<file path="src/greedy_note_dispenser_macros.svh">
// Assertion macros for the greedy note dispenser.
`ifndef GREEDY_NOTE_DISPENSER_MACROS_SVH
`define GREEDY_NOTE_DISPENSER_MACROS_SVH

`ifndef SYNTH
// Same-cycle implication, checked on every rising clock edge out of reset.
`define GND_ASSERT_IMPLY(label, clk, rst_n, ante, cons) \
    label: assert property (@(posedge clk) disable iff (!(rst_n)) (ante) |-> (cons)) \
        else $error("assertion failed");
// Next-cycle implication.
`define GND_ASSERT_NEXT(label, clk, rst_n, ante, cons) \
    label: assert property (@(posedge clk) disable iff (!(rst_n)) (ante) |=> (cons)) \
        else $error("assertion failed");
`else
`define GND_ASSERT_IMPLY(label, clk, rst_n, ante, cons)
`define GND_ASSERT_NEXT(label, clk, rst_n, ante, cons)
`endif

`endif

</file>
<file path="src/gnd_pkg.sv">
// Types, codes and note constants shared by the note dispenser modules.
`timescale 1ns / 1ps

package gnd_pkg;

    typedef enum logic [1:0] {
        ST_PAID   = 2'd0,
        ST_LOW    = 2'd1,
        ST_NOCOMB = 2'd2,
        ST_LOADED = 2'd3
    } t_status;

    typedef enum logic [2:0] {
        S_IDLE,
        S_BAL,
        S_CHECK,
        S_MUL,
        S_FIX,
        S_TAKE,
        S_JUDGE,
        S_DONE
    } t_state;

    // Note kinds in greedy order, largest first.
    localparam logic [1:0] KIND_HUNDREDS = 2'd0;
    localparam logic [1:0] KIND_FIFTIES  = 2'd1;
    localparam logic [1:0] KIND_TWENTIES = 2'd2;
    localparam logic [1:0] KIND_TENS     = 2'd3;

    localparam int AMOUNT_BITS = 24;
    localparam int LOAD_BITS   = 16;
    localparam int VALUE_BITS  = 7;
    localparam int RECIP_BITS  = 32;

    typedef struct packed {
        logic       take_load;
        logic       take_wd;
        logic       bal_acc;
        logic       start;
        logic       mul;
        logic       fix;
        logic       take;
        logic       commit;
        logic       out_load;
        t_status    status;
        logic [1:0] kind;
    } t_dp_cmd;

    typedef struct packed {
        logic bal_low;
        logic rest_zero;
    } t_dp_sts;

    function automatic logic [VALUE_BITS-1:0] note_value(input logic [1:0] kind);
        logic [VALUE_BITS-1:0] v;
        unique case (kind)
            KIND_HUNDREDS: v = 7'd100;
            KIND_FIFTIES:  v = 7'd50;
            KIND_TWENTIES: v = 7'd20;
            default:       v = 7'd10;
        endcase
        return v;
    endfunction

    // floor(2^32 / value): quotient estimate is exact or one short.
    function automatic logic [RECIP_BITS-1:0] note_recip(input logic [1:0] kind);
        logic [RECIP_BITS-1:0] m;
        unique case (kind)
            KIND_HUNDREDS: m = 32'd42949672;
            KIND_FIFTIES:  m = 32'd85899345;
            KIND_TWENTIES: m = 32'd214748364;
            default:       m = 32'd429496729;
        endcase
        return m;
    endfunction

endpackage

</file>
<file path="src/gnd_ctrl.sv">
// Controller state machine: sequences load, balance check and greedy steps.
`timescale 1ns / 1ps

module gnd_ctrl (
    input  logic              i_clk,
    input  logic              i_rst_n,
    input  logic              i_in_valid,
    input  logic              i_cmd_withdraw,
    output logic              o_in_ready,
    output logic              o_out_valid,
    input  logic              i_out_ready,
    input  gnd_pkg::t_dp_sts  i_sts,
    output gnd_pkg::t_dp_cmd  o_cmd
);

    gnd_pkg::t_state  r_state, n_state;
    logic [1:0]       r_kind, n_kind;
    gnd_pkg::t_status r_status, n_status;
    logic             r_out_valid, n_out_valid;
    logic             w_out_free;

    assign w_out_free  = !r_out_valid || i_out_ready;
    assign o_out_valid = r_out_valid;

    always_ff @(posedge i_clk) begin
        if (!i_rst_n) begin
            r_state     <= gnd_pkg::S_IDLE;
            r_kind      <= gnd_pkg::KIND_HUNDREDS;
            r_status    <= gnd_pkg::ST_PAID;
            r_out_valid <= 1'b0;
        end else begin
            r_state     <= n_state;
            r_kind      <= n_kind;
            r_status    <= n_status;
            r_out_valid <= n_out_valid;
        end
    end

    always_comb begin
        n_state    = r_state;
        n_kind     = r_kind;
        n_status   = r_status;
        o_in_ready = 1'b0;
        o_cmd      = '0;
        o_cmd.kind   = r_kind;
        o_cmd.status = r_status;

        unique case (r_state)
            gnd_pkg::S_IDLE: begin
                o_in_ready = 1'b1;
                if (i_in_valid) begin
                    n_kind = gnd_pkg::KIND_HUNDREDS;
                    if (i_cmd_withdraw) begin
                        o_cmd.take_wd = 1'b1;
                        n_state       = gnd_pkg::S_CHECK;
                    end else begin
                        o_cmd.take_load = 1'b1;
                        n_state         = gnd_pkg::S_BAL;
                    end
                end
            end
            gnd_pkg::S_BAL: begin
                o_cmd.bal_acc = 1'b1;
                if (r_kind == gnd_pkg::KIND_TENS) begin
                    n_status = gnd_pkg::ST_LOADED;
                    n_state  = gnd_pkg::S_DONE;
                end else begin
                    n_kind = r_kind + 2'd1;
                end
            end
            gnd_pkg::S_CHECK: begin
                if (i_sts.bal_low) begin
                    n_status = gnd_pkg::ST_LOW;
                    n_state  = gnd_pkg::S_DONE;
                end else begin
                    o_cmd.start = 1'b1;
                    n_kind      = gnd_pkg::KIND_HUNDREDS;
                    n_state     = gnd_pkg::S_MUL;
                end
            end
            gnd_pkg::S_MUL: begin
                o_cmd.mul = 1'b1;
                n_state   = gnd_pkg::S_FIX;
            end
            gnd_pkg::S_FIX: begin
                o_cmd.fix = 1'b1;
                n_state   = gnd_pkg::S_TAKE;
            end
            gnd_pkg::S_TAKE: begin
                o_cmd.take = 1'b1;
                if (r_kind == gnd_pkg::KIND_TENS) begin
                    n_state = gnd_pkg::S_JUDGE;
                end else begin
                    n_kind  = r_kind + 2'd1;
                    n_state = gnd_pkg::S_MUL;
                end
            end
            gnd_pkg::S_JUDGE: begin
                // Commit only when the greedy pass used up the whole amount.
                if (i_sts.rest_zero) begin
                    o_cmd.commit = 1'b1;
                    n_status     = gnd_pkg::ST_PAID;
                end else begin
                    n_status = gnd_pkg::ST_NOCOMB;
                end
                n_state = gnd_pkg::S_DONE;
            end
            gnd_pkg::S_DONE: begin
                if (w_out_free) begin
                    o_cmd.out_load = 1'b1;
                    n_state        = gnd_pkg::S_IDLE;
                end
            end
            default: begin
                n_state = gnd_pkg::S_IDLE;
            end
        endcase
    end

    always_comb begin
        if (o_cmd.out_load) begin
            n_out_valid = 1'b1;
        end else if (i_out_ready) begin
            n_out_valid = 1'b0;
        end else begin
            n_out_valid = r_out_valid;
        end
    end

endmodule

</file>
<file path="config.mk">
export PLATFORM = sky130hd
export DESIGN_NAME = gnd_ctrl
export DESIGN_NICKNAME = d
export VERILOG_FILES = /design/src/greedy_note_dispenser_macros.svh /design/src/gnd_pkg.sv /design/src/gnd_ctrl.sv
export SDC_FILE = /design/constraint.sdc
export NUM_CORES = 1
export LEC_CHECK = 0
export ABC_CLOCK_PERIOD_IN_PS = 1900
export BUFFER_PORTS_ARGS = -buffer_cell sky130_fd_sc_hd__buf_2
export CELL_PAD_IN_SITES_DETAIL_PLACEMENT = 1
export CELL_PAD_IN_SITES_GLOBAL_PLACEMENT = 2
export CORE_MARGIN = 2
export CORE_UTILIZATION = 24
export CTS_CLUSTER_DIAMETER = 40
export DETAILED_ROUTE_END_ITERATION = 7
export PLACE_DENSITY_LB_ADDON = 0.12
export SETUP_SLACK_MARGIN = 0.5
export SLEW_MARGIN = 20
export SYNTH_ARGS = -nofsm -noshare
export SYNTH_HDL_FRONTEND = slang
export SYNTH_SLANG_ARGS = --single-unit
</file>
<file path="constraint.sdc">
create_clock -name i_clk -period 1.9 [get_ports i_clk]
set_clock_uncertainty 0.05 [all_clocks]
set_input_delay 0.38 -clock i_clk [delete_from_list [all_inputs] [get_ports i_clk]]
set_output_delay 0.38 -clock i_clk [all_outputs]
set_load 0.1 [all_outputs]
</file>
==> flow_metrics.tcl <==
set metrics [dict create \
    outcome "finished clean" \
    cp-start-kind "flop" \
    whs_ns 0.3564 \
    firstDrtPassIters 3 \
    drc 0 \
    p_leak_nw 0.5192 \
    grt_overflow_total 0 \
    slew-limit-headroom_pct 79.76 \
    tightestPinTransition_ns 0.2997 \
    worst-setup-path-type "reg -> out" \
    syn_area_sq_um 550.5 \
    die-area_sq_um 2693 \
    grt_pass1_vias 635 \
    postSynthAreaPerCell_sq_um 7.865 \
    crit_path_end_kind "output port" \
    syn2layout_area_growth_pct 110.9 \
    rsz0062_at_grt "true" \
    die_x_microns 51.90 \
    cts_root_buffer "clkbuf_4" \
    ff2ff_path_depth 6 \
    fin_crit_ns 1.689 \
    wl_microns 1951 \
    n_fill_cell 249 \
    grt_max_degree 15 \
    hold_violations 0 \
    seq_power_share_pct 19.3 \
    num_vias 658 \
    dr.first_iter.drc_count 8 \
    synth_cell_types 32 \
    ys_ff_latch 8 \
    antenna_found_initial 0 \
    crit_required_ns 1.47 \
    cts_tree "yes" \
    grt_first_pass_wirelength_microns 2987 \
    hold_path_depth 2 \
    viasPerCell 4.768 \
    die_h_microns 51.90 \
    finalCritPeriodShare_pct 88.88 \
    dp_hpwl_microns 1146 \
    dp_cells 116 \
    syn_inst 70 \
    power_frac_comb_pct 68.7 \
    switching_share_pct 48.11 \
    power_density_nw_per_um2 1053 \
    wl_per_cell_microns 14.14 \
    boundaryPins 22 \
    max_cap_violations 0 \
    cp_max_fo 6 \
    p_sw_mw 0.5880 \
    gp_congestion 0.6846 \
    endpoint "o_cmd[5]" \
    startpoint "r_state[2]" \
    grtUsageTotal_pct 15.35 \
    num_antenna_cells 0 \
    cts_buffers 3 \
    num_rows 17 \
    finish.net_count 119 \
    port_buffers 21 \
    seq_area_frac_synth_pct 29.09 \
    worst_ep_arrival_time_ns 1.26 \
    synth_warnings 0 \
    pwr-share-clk_pct 12.1 \
    start_util_pct 25.13 \
    syn_nets 78 \
    insertion_delay_ns 0.26 \
    path_clk_slew_ns 0.06 \
    rr_endpoint "r_kind[1]" \
    ir_worst_vdd_v 0.0004728 \
    max_freq_mhz 592.2 \
    coreArea_sq_um 2191 \
    rrSetupSlack_ns 0.39 \
    hp-class "in -> reg" \
    finalSetupViolations 0 \
    cts_sinks 8 \
    instances_no_fill 138 \
    r2r-start "r_state[0]" \
    htreeDepth 1 \
    maxSlewViolCount 0 \
    clock_path_buffers 2 \
    min_from "i_rst_n" \
    postRouteAntennaNets 0 \
    p_int_mw 0.6342 \
    design_power_total_mw 1.222 \
    drive_gt1_share_pct 65.45 \
]
==> cells in the final DEF, fill, tap and decap left out, types with 4 or more instances in the layout <==
cell,Yosys,routed
buf_4,2,22
dfxtp_4,0,6
buf_12,0,12
nand2_1,8,6
nand2b_1,5,4
buf_2,3,6
==> flip-flops by register name, indices dropped and copies added (netlist names) <==
register,flops
r_kind,2
o_out_valid,1
r_state,3
r_status,2
==> worst min path at each step <==
| stage | endpoint | slack, ns |
|---|---|---|
| 2_1_floorplan | r_kind[0] | 0.45 |
| 3_5_place_dp | r_status[1] | 0.44 |
| 4_1_cts | r_kind[0] | 0.35 |
| 5_1_grt | r_kind[0] | 0.37 |
| 3_3_place_gp | r_status[1] | 0.43 |
| 6_report | r_kind[0] | 0.36 |
==> critical path, cell delays in order (launching register included) <==
cell and delay (ns):
dfxtp_4 0.37, buf_6 0.15, nand2_4 0.07, nor3_4 0.21, buf_12 0.20
==> synthesized netlist by cell type (all sizes together) <==
library cell / n / area [sq um]
nand2: 8 / 30.03
o211a: 1 / 10.01
o22ai: 1 / 6.260
a22o: 1 / 8.760
a211oi: 2 / 20.02
o21a: 1 / 7.510
dfxtp: 8 / 160.2
nand4: 1 / 6.260
nor3: 3 / 20.02
and2: 3 / 18.77
or3b: 1 / 11.26
o21ai: 1 / 5.000
nor2b: 3 / 18.77
and3b: 1 / 8.760
inv: 3 / 11.26
a31o: 1 / 8.760
nand2b: 5 / 31.28
o32ai: 1 / 16.27
o221a: 1 / 11.26
o41ai: 1 / 8.760
a31oi: 1 / 6.260
a21o: 1 / 7.510
nand3: 2 / 10.01
buf: 6 / 41.28
a21oi: 3 / 15.01
nor2: 7 / 26.28
and3: 2 / 12.51
ha: 1 / 12.51
==> final cells by class <==
| class | count | area, sq um | area share [%] |
|---|---|---|---|
| Timing Repair Buffer | 42 | 457.9 | 39.44 |
| Multi-Input combinational cell | 53 | 447.9 | 38.58 |
| Sequential cell | 8 | 182.7 | 15.73 |
| Tap cell | 28 | 35.03 | 3.017 |
| Clock buffer | 4 | 26.28 | 2.263 |
| Inverter | 3 | 11.26 | 0.9698 |
==> routing by layer <==
layer / track usage (%) / vias up / wire (microns)
met4: 5.263 / 0 / 27
met3: 5.172 / 5 / 72
met5: 0 / - / 0
li1: - / 327 / -
met1: 19.01 / 315 / 850
met2: 24.68 / 11 / 1000
==> stage by stage <==
stage | TNS (ns) | util [%] | cell area [sq um] | setup slack (ns)
floorplan | -0.6340 | - | 650.6 | -0.3170
global placement | 0 | 41.52 | 909.6 | 0.2900
detailed placement | 0 | 41.52 | 909.6 | 0.2562
CTS | 0 | 48.72 | 1067 | 0.1588
global route | 0 | 53.00 | 1161 | 0.1751
finish | 0 | 53.00 | 1161 | 0.2114
==> power groups by stage <==
stage | logic (mW) | clock network, mW | registers (mW)
3_3_place_gp | 0.628 | 0 | 0.250
6_report | 0.839 | 0.148 | 0.235
2_1_floorplan | 0.424 | 0 | 0.293
4_1_cts | 0.740 | 0.151 | 0.242
5_1_grt | 0.881 | 0.158 | 0.239
3_5_place_dp | 0.633 | 0 | 0.250
==> timing repair <==
item                                    in CTS  in global routing
cloned                                       0                  0
pin swaps                                    5                  7
hold buffers                                 0                  0
setup buffers                               10                  8
endpoints found under the setup margin      19                 12
gates resized for setup                     16                  8
==> cell families (layout without fill, tap and decap cells) <==
kind of cell	after synthesis	after routing	synth area share, %
adder cells (fa/ha/maj)	1	1	2.272
AND/OR/NAND/NOR	36	36	35.23
AO/OA/AOI/OAI	16	16	23.87
flip-flops	8	8	29.09
buffers and inverters	9	49	9.544
Power figures use the tool's default switching activity.
